### src/hw/rtl/hsv2rgb_pkg.sv
package hsv2rgb_pkg;

    localparam int HUE_W = 12;
    localparam int CH_W  = 9;

    // floor(x / 6) estimate: (x * 682) >> 12 is low by at most one for 12-bit x
    localparam int SECT_RECIP_W = 10;
    localparam logic [SECT_RECIP_W-1:0] SECT_RECIP = 10'd682;
    localparam int SECTORS = 6;

    typedef enum logic [2:0] {
        SECT_0 = 3'd0,
        SECT_1 = 3'd1,
        SECT_2 = 3'd2,
        SECT_3 = 3'd3,
        SECT_4 = 3'd4,
        SECT_5 = 3'd5
    } t_sector;

    // x mod 6 by reciprocal multiply and a single correction step
    function automatic t_sector sector_of(input logic [HUE_W-1:0] x);
        logic [HUE_W+SECT_RECIP_W-1:0] prod;
        logic [SECT_RECIP_W-1:0]       quo;
        logic [HUE_W:0]                six_q;
        logic [HUE_W:0]                rem;
        prod  = (HUE_W+SECT_RECIP_W)'(x) * (HUE_W+SECT_RECIP_W)'(SECT_RECIP);
        quo   = prod[HUE_W+SECT_RECIP_W-1:HUE_W];
        six_q = (HUE_W+1)'(quo) * (HUE_W+1)'(SECTORS);
        rem   = (HUE_W+1)'(x) - six_q;
        if (rem >= (HUE_W+1)'(SECTORS)) begin
            rem = rem - (HUE_W+1)'(SECTORS);
        end
        return t_sector'(rem[2:0]);
    endfunction

endpackage

### src/hw/rtl/hsv2rgb_prep.sv
module hsv2rgb_prep #(
    parameter int CHANNEL_FRAC_BITS = 8
) (
    input  logic                                 i_clk,
    input  logic                                 i_rst_n,
    input  logic                                 i_adv,
    input  logic                                 i_valid,
    input  logic [hsv2rgb_pkg::HUE_W-1:0]        i_hue,
    input  logic [hsv2rgb_pkg::CH_W-1:0]         i_saturation,
    input  logic [hsv2rgb_pkg::CH_W-1:0]         i_value,
    output logic                                 o_valid,
    output hsv2rgb_pkg::t_sector                 o_sector,
    output logic [CHANNEL_FRAC_BITS-1:0]         o_frac,
    output logic [CHANNEL_FRAC_BITS:0]           o_sat,
    output logic [CHANNEL_FRAC_BITS:0]           o_val
);
    import hsv2rgb_pkg::*;

    localparam int F   = CHANNEL_FRAC_BITS;
    localparam int VW  = F + 1;
    localparam int IW  = (F + 1 > CH_W) ? F + 1 : CH_W;
    localparam int HXW = HUE_W + F;
    localparam logic [IW-1:0] ONE_I = IW'(1) << F;

    logic [HXW-1:0]   hue_x;
    logic [HUE_W-1:0] hue_sect;
    logic [IW-1:0]    sat_x;
    logic [IW-1:0]    val_x;
    logic [IW-1:0]    sat_c;
    logic [IW-1:0]    val_c;

    logic             r_valid;
    t_sector          r_sector;
    logic [F-1:0]     r_frac;
    logic [VW-1:0]    r_sat;
    logic [VW-1:0]    r_val;

    always_comb begin
        hue_x    = HXW'(i_hue);
        hue_sect = i_hue >> F;
        sat_x    = IW'(i_saturation);
        val_x    = IW'(i_value);
        sat_c    = (sat_x > ONE_I) ? ONE_I : sat_x;
        val_c    = (val_x > ONE_I) ? ONE_I : val_x;
    end

    always_ff @(posedge i_clk) begin
        if (!i_rst_n) begin
            r_valid <= 1'b0;
        end else if (i_adv) begin
            r_valid <= i_valid;
        end
    end

    always_ff @(posedge i_clk) begin
        if (i_adv) begin
            r_sector <= sector_of(hue_sect);
            r_frac   <= hue_x[F-1:0];
            r_sat    <= sat_c[VW-1:0];
            r_val    <= val_c[VW-1:0];
        end
    end

    assign o_valid  = r_valid;
    assign o_sector = r_sector;
    assign o_frac   = r_frac;
    assign o_sat    = r_sat;
    assign o_val    = r_val;

endmodule

### src/hw/rtl/hsv2rgb_terms.sv
module hsv2rgb_terms #(
    parameter int CHANNEL_FRAC_BITS = 8
) (
    input  logic                                 i_clk,
    input  logic                                 i_rst_n,
    input  logic                                 i_adv,
    input  logic                                 i_valid,
    input  hsv2rgb_pkg::t_sector                 i_sector,
    input  logic [CHANNEL_FRAC_BITS-1:0]         i_frac,
    input  logic [CHANNEL_FRAC_BITS:0]           i_sat,
    input  logic [CHANNEL_FRAC_BITS:0]           i_val,
    output logic                                 o_valid,
    output hsv2rgb_pkg::t_sector                 o_sector,
    output logic [CHANNEL_FRAC_BITS:0]           o_val,
    output logic [CHANNEL_FRAC_BITS:0]           o_p,
    output logic [CHANNEL_FRAC_BITS:0]           o_q,
    output logic [CHANNEL_FRAC_BITS:0]           o_t
);
    import hsv2rgb_pkg::*;

    localparam int F  = CHANNEL_FRAC_BITS;
    localparam int VW = F + 1;
    localparam int PW = 2 * F + 1;
    localparam logic [VW-1:0] ONE = VW'(1) << F;

    // first multiply stage: scaled saturation terms
    logic [VW-1:0] one_m_f;
    logic [PW-1:0] fs_prod;
    logic [PW-1:0] gs_prod;

    logic          r1_valid;
    t_sector       r1_sector;
    logic [VW-1:0] r1_val;
    logic [VW-1:0] r1_ap;
    logic [VW-1:0] r1_aq;
    logic [VW-1:0] r1_at;

    // second multiply stage: scale by value
    logic [PW-1:0] p_prod;
    logic [PW-1:0] q_prod;
    logic [PW-1:0] t_prod;

    logic          r2_valid;
    t_sector       r2_sector;
    logic [VW-1:0] r2_val;
    logic [VW-1:0] r2_p;
    logic [VW-1:0] r2_q;
    logic [VW-1:0] r2_t;

    always_comb begin
        one_m_f = ONE - VW'(i_frac);
        fs_prod = PW'(i_frac) * PW'(i_sat);
        gs_prod = PW'(one_m_f) * PW'(i_sat);
        p_prod  = PW'(r1_val) * PW'(r1_ap);
        q_prod  = PW'(r1_val) * PW'(r1_aq);
        t_prod  = PW'(r1_val) * PW'(r1_at);
    end

    always_ff @(posedge i_clk) begin
        if (!i_rst_n) begin
            r1_valid <= 1'b0;
            r2_valid <= 1'b0;
        end else if (i_adv) begin
            r1_valid <= i_valid;
            r2_valid <= r1_valid;
        end
    end

    always_ff @(posedge i_clk) begin
        if (i_adv) begin
            r1_sector <= i_sector;
            r1_val    <= i_val;
            r1_ap     <= ONE - i_sat;
            r1_aq     <= ONE - fs_prod[PW-1:F];
            r1_at     <= ONE - gs_prod[PW-1:F];
            r2_sector <= r1_sector;
            r2_val    <= r1_val;
            r2_p      <= p_prod[PW-1:F];
            r2_q      <= q_prod[PW-1:F];
            r2_t      <= t_prod[PW-1:F];
        end
    end

    assign o_valid  = r2_valid;
    assign o_sector = r2_sector;
    assign o_val    = r2_val;
    assign o_p      = r2_p;
    assign o_q      = r2_q;
    assign o_t      = r2_t;

endmodule

### src/hw/rtl/hsv2rgb_route.sv
module hsv2rgb_route #(
    parameter int CHANNEL_FRAC_BITS = 8
) (
    input  logic                                 i_clk,
    input  logic                                 i_rst_n,
    input  logic                                 i_adv,
    input  logic                                 i_valid,
    input  hsv2rgb_pkg::t_sector                 i_sector,
    input  logic [CHANNEL_FRAC_BITS:0]           i_val,
    input  logic [CHANNEL_FRAC_BITS:0]           i_p,
    input  logic [CHANNEL_FRAC_BITS:0]           i_q,
    input  logic [CHANNEL_FRAC_BITS:0]           i_t,
    output logic                                 o_valid,
    output logic [hsv2rgb_pkg::CH_W-1:0]         o_red,
    output logic [hsv2rgb_pkg::CH_W-1:0]         o_green,
    output logic [hsv2rgb_pkg::CH_W-1:0]         o_blue
);
    import hsv2rgb_pkg::*;

    localparam int VW = CHANNEL_FRAC_BITS + 1;

    logic [VW-1:0]   sel_r;
    logic [VW-1:0]   sel_g;
    logic [VW-1:0]   sel_b;

    logic            r_valid;
    logic [CH_W-1:0] r_red;
    logic [CH_W-1:0] r_green;
    logic [CH_W-1:0] r_blue;

    always_comb begin
        case (i_sector)
            SECT_0: begin
                sel_r = i_val; sel_g = i_t;   sel_b = i_p;
            end
            SECT_1: begin
                sel_r = i_q;   sel_g = i_val; sel_b = i_p;
            end
            SECT_2: begin
                sel_r = i_p;   sel_g = i_val; sel_b = i_t;
            end
            SECT_3: begin
                sel_r = i_p;   sel_g = i_q;   sel_b = i_val;
            end
            SECT_4: begin
                sel_r = i_t;   sel_g = i_p;   sel_b = i_val;
            end
            default: begin
                sel_r = i_val; sel_g = i_p;   sel_b = i_q;
            end
        endcase
    end

    always_ff @(posedge i_clk) begin
        if (!i_rst_n) begin
            r_valid <= 1'b0;
        end else if (i_adv) begin
            r_valid <= i_valid;
        end
    end

    // outputs keep only the low channel-width bits
    always_ff @(posedge i_clk) begin
        if (i_adv) begin
            r_red   <= CH_W'(sel_r);
            r_green <= CH_W'(sel_g);
            r_blue  <= CH_W'(sel_b);
        end
    end

    assign o_valid = r_valid;
    assign o_red   = r_red;
    assign o_green = r_green;
    assign o_blue  = r_blue;

endmodule

### src/hw/rtl/hsv_to_rgb_converter.sv
// throughput: one pixel per cycle unless the output stalls; four register stages (clamp
// and sector split, saturation multiply, value multiply, channel select) advance together;
// the whole pipe holds while a finished result is stalled at the output
// reset: synchronous, active low; clears the stage valid bits only
module hsv_to_rgb_converter #(
    parameter int CHANNEL_FRAC_BITS = 8
) (
    input  logic                                 i_clk,
    input  logic                                 i_rst_n,
    input  logic                                 i_valid,
    output logic                                 o_stall,
    input  logic [hsv2rgb_pkg::HUE_W-1:0]        i_hue,
    input  logic [hsv2rgb_pkg::CH_W-1:0]         i_saturation,
    input  logic [hsv2rgb_pkg::CH_W-1:0]         i_value,
    output logic                                 o_valid,
    input  logic                                 i_stall,
    output logic [hsv2rgb_pkg::CH_W-1:0]         o_red,
    output logic [hsv2rgb_pkg::CH_W-1:0]         o_green,
    output logic [hsv2rgb_pkg::CH_W-1:0]         o_blue
);
    import hsv2rgb_pkg::*;

    localparam int F = CHANNEL_FRAC_BITS;

    logic          adv;

    logic          s1_valid;
    t_sector       s1_sector;
    logic [F-1:0]  s1_frac;
    logic [F:0]    s1_sat;
    logic [F:0]    s1_val;

    logic          s3_valid;
    t_sector       s3_sector;
    logic [F:0]    s3_val;
    logic [F:0]    s3_p;
    logic [F:0]    s3_q;
    logic [F:0]    s3_t;

    // pipe moves unless the output register holds a transaction that is stalled
    assign adv     = !(o_valid && i_stall);
    assign o_stall = !adv;

    hsv2rgb_prep #(
        .CHANNEL_FRAC_BITS(CHANNEL_FRAC_BITS)
    ) u_prep (
        .i_clk        (i_clk),
        .i_rst_n      (i_rst_n),
        .i_adv        (adv),
        .i_valid      (i_valid),
        .i_hue        (i_hue),
        .i_saturation (i_saturation),
        .i_value      (i_value),
        .o_valid      (s1_valid),
        .o_sector     (s1_sector),
        .o_frac       (s1_frac),
        .o_sat        (s1_sat),
        .o_val        (s1_val)
    );

    hsv2rgb_terms #(
        .CHANNEL_FRAC_BITS(CHANNEL_FRAC_BITS)
    ) u_terms (
        .i_clk    (i_clk),
        .i_rst_n  (i_rst_n),
        .i_adv    (adv),
        .i_valid  (s1_valid),
        .i_sector (s1_sector),
        .i_frac   (s1_frac),
        .i_sat    (s1_sat),
        .i_val    (s1_val),
        .o_valid  (s3_valid),
        .o_sector (s3_sector),
        .o_val    (s3_val),
        .o_p      (s3_p),
        .o_q      (s3_q),
        .o_t      (s3_t)
    );

    hsv2rgb_route #(
        .CHANNEL_FRAC_BITS(CHANNEL_FRAC_BITS)
    ) u_route (
        .i_clk    (i_clk),
        .i_rst_n  (i_rst_n),
        .i_adv    (adv),
        .i_valid  (s3_valid),
        .i_sector (s3_sector),
        .i_val    (s3_val),
        .i_p      (s3_p),
        .i_q      (s3_q),
        .i_t      (s3_t),
        .o_valid  (o_valid),
        .o_red    (o_red),
        .o_green  (o_green),
        .o_blue   (o_blue)
    );

endmodule

### config.mk
export PLATFORM = sky130hd
export DESIGN_NAME = hsv_to_rgb_converter
export DESIGN_NICKNAME = d
export VERILOG_FILES = /design/src/hw/rtl/hsv2rgb_pkg.sv /design/src/hw/rtl/hsv2rgb_prep.sv /design/src/hw/rtl/hsv2rgb_terms.sv /design/src/hw/rtl/hsv2rgb_route.sv /design/src/hw/rtl/hsv_to_rgb_converter.sv
export SDC_FILE = /design/constraint.sdc
export NUM_CORES = 1
export LEC_CHECK = 0
export BUFFER_PORTS_ARGS = -buffer_cell sky130_fd_sc_hd__buf_4
export CORE_MARGIN = 2
export CORE_UTILIZATION = 60
export CTS_BUF_LIST = sky130_fd_sc_hd__clkbuf_4
export DETAILED_ROUTE_END_ITERATION = 16
export PLACE_DENSITY_LB_ADDON = 0.2
export SLEW_MARGIN = 25
export SYNTH_ARGS = -nofsm -noshare
export SYNTH_HDL_FRONTEND = slang
export SYNTH_SLANG_ARGS = --single-unit
### constraint.sdc
create_clock -name i_clk -period 5.64 [get_ports i_clk]
set_input_delay 0.282 -clock i_clk [delete_from_list [all_inputs] [get_ports i_clk]]
set_output_delay 0.282 -clock i_clk [all_outputs]
set_load 0.02 [all_outputs]
==> Word level (Yosys, flattened, before mapping) <==
Index checks and enable logic that the tools add are counted.
{ "word_totals": {"register_bits": 138, "wordCells": 51} }
{ "op_classes": {"add_sub_neg": 6, "multipliers": 7, "n_lt_le_gt_ge": 3, "eq_ne": 4, "muxes": 4, "reduce_logical": 6} }
{ "ops": {"columns": ["operator", "count"], "rows": [
  ["one-hot mux 9 bit (3 select lines)", 3],
  ["multiplier 9 x 9 -> 17 bit", 4],
  ["subtractor 9 bit (first input constant)", 3],
  ["> comparator 9 bit (second input constant)", 2],
  ["multiplier 8 x 9 -> 17 bit", 1],
  [">= comparator 13 x 3 -> 1 bit (second input constant)", 1],
  ["multiplier 4 x 9 -> 13 bit (second input constant)", 1],
  ["subtractor 4 x 13 -> 13 bit", 1],
  ["multiplier 10 x 2 -> 12 bit (second input constant)", 1],
  ["subtractor 9 x 8 -> 9 bit (first input constant)", 1],
  ["OR reduction 2 bit", 4],
  ["equality test 3 x 2 -> 1 bit (second input constant)", 2],
  ["equality test 3 x 1 -> 1 bit (second input constant)", 1],
  ["equality test 3 bit (second input constant)", 1],
  ["logical NOT 3 bit", 1],
  ["2-to-1 mux 3 bit", 1],
  ["subtractor 3 bit (second input constant)", 1],
  ["logical AND 1 bit", 1]
]} }

==> Depth between registers and ports, before layout <==
{ "depth": {"word_depth": 5, "depth_mapped": 25, "mapped_depth_nobuf": 24} }

==> By module <==
Synthesis repeated with hierarchy kept, for this count alone.
{ "hier_totals": {"cells_unflattened": 1805, "area_unflattened_um2": 17803.3} }
{ "modules_own_cells": {"columns": ["module", "instances", "cells_per_inst", "area_per_inst_um2"], "rows": [
  ["hsv2rgb_terms", 1, 1550, 14582.7],
  ["hsv2rgb_route", 1, 164, 1850.5],
  ["hsv2rgb_prep", 1, 89, 1360.1],
  ["hsv_to_rgb_converter", 1, 2, 10.0]
]} }

==> Worst setup path after synthesis <==
OpenSTA, ideal clock, no wires.
{ "synth_timing": {"path_type": "register -> register", "from": "register u_prep.r_frac[1] (netlist: u_prep.o_frac[1])", "to": "register u_terms.r1_at[8] (data pin)", "setup_time_ps": 271, "t_arrival_ps": 5564, "required_ps": 5369, "path_slack_ps": -195, "path_stages_with_launch": 23, "path_buffers": 1, "cell_sequence": "edfxtp_1 clkbuf_1 inv_1 ha_1 nand3_1 xor2_1 nand2_1 fa_1 inv_1 fa_1 inv_1 fa_1 inv_1 fa_1 ha_1 a2111oi_4 o31ai_2 a41oi_4 o21ai_1 nor4_1 o21a_2 mux2i_1 o2111ai_1"} }
{ "synth_between": {"elab_chain_cells": 3} }
{ "synth_rtl": {"columns": ["element", "line", "rtl"], "rows": [
  ["start: declaration", "hsv2rgb_prep.sv:34", "logic [F-1:0] r_frac;"],
  ["start signal: assignment", "hsv2rgb_prep.sv:58", "r_frac <= hue_x[F-1:0];"],
  ["subtractor 9 x 8 -> 9 bit", "hsv2rgb_terms.sv:51", "one_m_f = ONE - VW'(i_frac);"],
  ["multiplier 9 x 9 -> 17 bit", "hsv2rgb_terms.sv:53", "gs_prod = PW'(one_m_f) * PW'(i_sat);"],
  ["subtractor 9 bit", "hsv2rgb_terms.sv:75", "r1_at <= ONE - gs_prod[PW-1:F];"],
  ["end signal: assignment", "hsv2rgb_terms.sv:75", null],
  ["end: declaration", "hsv2rgb_terms.sv:36", "logic [VW-1:0] r1_at;"]
]} }
No other way between the ends.
A chain may end at the register's enable or synchronous reset.

==> Worst setup path after layout <==
{ "layout_timing": {"from": "register u_prep.r_frac[2] (netlist: u_prep.o_frac[2])", "to": "register u_terms.r1_at[8] (data pin)"} }
Same word-level chain as after synthesis.

==> flow_metrics.tcl <==
set metrics [dict create \
    post-route-min-period_ps 5620 \
    crit_buf_inv 8 \
    critPathMaxStageDelay_ps 500 \
    multiInputGateArea_um2 12500 \
    max_freq_mhz 178 \
    drt-initial-drc-count 535 \
    synth-edff-count 134 \
    criticalPathCategory "reg2reg" \
    layout_commonest_cell "inv_1" \
    track_usage 0.244 \
    cp_max_fo 8 \
    rows 63 \
    ys_ff_latch 138 \
    fin_cells 2320 \
    clkTransAtPathRegs_ps 150 \
    hold_class "in2reg" \
    worstSetupStartpointType "flop" \
    dpl.hpwl_um 28200 \
    vias_per_cell 5.36 \
    yosysSeqAreaShare 0.230 \
    ys_types 73 \
    cts_root_buf "clkbuf_4" \
    cellPowerDensity_nw_per_um2 416 \
    timing.final.max_slew_violations 0 \
    power.leakage_nw 9.43 \
    worstSetupEndpointType "flop" \
    pin_count 63 \
    synth_area_um2 17800 \
    route.detailed.drc 0 \
    synth_fp_nets 2269 \
    synthToLayoutAreaGrowth_pct 11.6 \
    finClkSkew_ps 55.1 \
    cts_sinks 138 \
    first_pass_iters 5 \
    vdd_ir_drop_max_mv 0.259 \
    worstMarginPinSlew_ps 825 \
    setup_tns_ps 0 \
    synth_cells 1823 \
    numPortBuffers 62 \
    final_hold_viol_count 0 \
    htree_levels 4 \
    maxSlewHeadroom 0.450 \
    arrival_ps 5940 \
    setup_viol 0 \
    cp_slowest_cell "fa_1" \
    cts_buffers 17 \
    cap_violations 0 \
    grt_pass1_wl_um 61100 \
    avgSynthCellArea_um2 9.77 \
    fin_total_pwr_mw 8.27 \
    ys_warn_count 0 \
    grt_start_max_net_pins 87 \
    final_cell_mix "320 x inv_1, 253 x nand2_1, 234 x fa_1" \
    antenna_found_initial 1 \
    wl_um 36100 \
    drive_above_1_share 0.133 \
    cts_tree "yes" \
    clock_path_buffers 2 \
    core_area_um2 29400 \
    seq_area_um2 4100 \
    die_w_um 176 \
    rsz0062_at_grt "yes" \
    start_util 0.606 \
    critPathRequiredTime_ps 5970 \
    status "completed" \
    synthFlopType "edfxtp_1" \
    wire_per_inst_um 15.6 \
    period_share 0.996 \
    grt_remaining_overflow 0 \
    place.gp.congestion 0.825 \
    fin_nets 2362 \
    fillerInstances 2242 \
    dieArea_um2 31100 \
    dp.cells 2241 \
    die_h_um 176 \
    grt_pass1_vias 13000 \
    cpLargestDelayFamily "adder cells" \
    clk_latency_ps 600 \
    route.vias.total 12400 \
    ant_nets 0 \
    async_flop_share 0 \
]
layout make-up:
class | instances | area share
diodes | 1 | 0.000126
clock buffers | 17 | 0.00642
clock inverters | 15 | 0.00863
inverters | 326 | 0.0616
multi-input cells | 1274 | 0.627
flip-flops and latches | 138 | 0.207
well taps | 390 | 0.0246
repair buffers | 159 | 0.0654
worst register-to-register path, cell delays in order (launching register included):
cell       delay, ps
edfxtp_1         440
nor2_2           160
buf_4            120
buf_4            110
nand3_4           80
xor2_2           200
buf_4            180
nand2_1           70
fa_1             480
inv_1             50
fa_1             500
inv_1             60
fa_1             480
fa_1             480
inv_1             60
ha_4             300
o211ai_1         130
nand2_2          120
a41oi_4          160
buf_6            160
o21a_4           210
mux2i_4          180
buf_4            150
o2111ai_2        160
o311a_1          200
o2111ai_2        110
logic make-up after synthesis:
group                    after synthesis  synth area share
flip-flops                           138             0.230
XOR/XNOR                              81            0.0398
buffers and inverters                412            0.0871
multiplexers                          55            0.0335
adder cells (fa/ha/maj)              412             0.388
AND/OR/NAND/NOR                      564             0.157
AO/OA/AOI/OAI                        161            0.0641
flip-flops by register name, summed over array words and instances, names as in the netlist, 8 cells and up:
register	flops
u_prep.o_sat	9
u_prep.o_val	9
u_route.o_blue	9
u_route.o_green	9
u_route.o_red	9
u_terms.o_p	9
u_terms.o_q	9
u_terms.o_t	9
u_terms.o_val	9
u_terms.r1_ap	9
u_terms.r1_aq	9
u_terms.r1_at	9
u_terms.r1_val	9
u_prep.o_frac	8
synthesized netlist by cell type, types with 29 or more instances:
| cell type | count | area share |
|---|---|---|
| clkbuf_1 | 74 | 0.016 |
| edfxtp_1 | 134 | 0.23 |
| inv_1 | 325 | 0.068 |
| fa_1 | 235 | 0.26 |
| ha_1 | 177 | 0.12 |
| nor2b_1 | 31 | 0.011 |
| nor2_1 | 53 | 0.011 |
| mux2i_1 | 29 | 0.016 |
| a21oi_1 | 47 | 0.013 |
| and2_1 | 154 | 0.054 |
| xnor2_1 | 57 | 0.028 |
| nand2_1 | 255 | 0.054 |
per-stage QoR:
| step | util | hold slack, ps | cell area (um^2) | setup WS, ps |
|---|---|---|---|---|
| after detailed placement | 0.642 | 405 | 18900 | -98.0 |
| after floorplan | - | 381 | 17800 | 11.9 |
| after CTS | 0.665 | 17.0 | 19600 | 10.7 |
| after global placement | 0.642 | 402 | 18900 | 55.7 |
| final | 0.676 | 24.5 | 19900 | 23.4 |
| after global routing | 0.676 | 4.15 | 19900 | -271 |
routing by layer:
| metal | vias to the layer above | wire [um] | global-route usage |
|---|---|---|---|
| li1 | 5981 | - | - |
| met1 | 6171 | 15500 | 0.312 |
| met2 | 233 | 18700 | 0.439 |
| met3 | 56 | 1090 | 0.0284 |
| met4 | 0 | 786 | 0.0699 |
| met5 | - | 0 | 0 |
worst paths after layout:
| kind | startpoint | end | slack, ps | depth (start not counted) |
|---|---|---|---|---|
| worst min register to register | u_prep.o_val[3]$_SDFFCE_PN0N_ | u_terms.r1_val[3]$_DFFE_PN_ | 400 | 0 |
| worst max register to register | u_prep.o_frac[2]$_DFFE_PN_ | u_terms.r1_at[8]$_DFFE_PN_ | 20 | 25 |
| worst max-delay path | u_prep.o_frac[2]$_DFFE_PN_ | u_terms.r1_at[8]$_DFFE_PN_ | 20 | 25 |
| worst min-delay path | i_saturation[0] | u_prep.o_sat[0]$_SDFFCE_PN0N_ | 20 | 2 |
power breakdown:
group          total [mW]  switching [mW]  internal [mW]
Sequential           2.07           0.357           1.72
Clock               0.711           0.466          0.245
Combinational        5.49            3.02           2.47
Total                8.27            3.84           4.43
repair_timing:
item,in CTS,in global routing
resized for setup,18,39
setup buffers,7,16
hold endpoints to repair,26,1
cloned,0,1
endpoints found under the setup margin,2,9
hold buffers,24,1
pin swaps,17,39
Power figures use the tool's default switching activity.
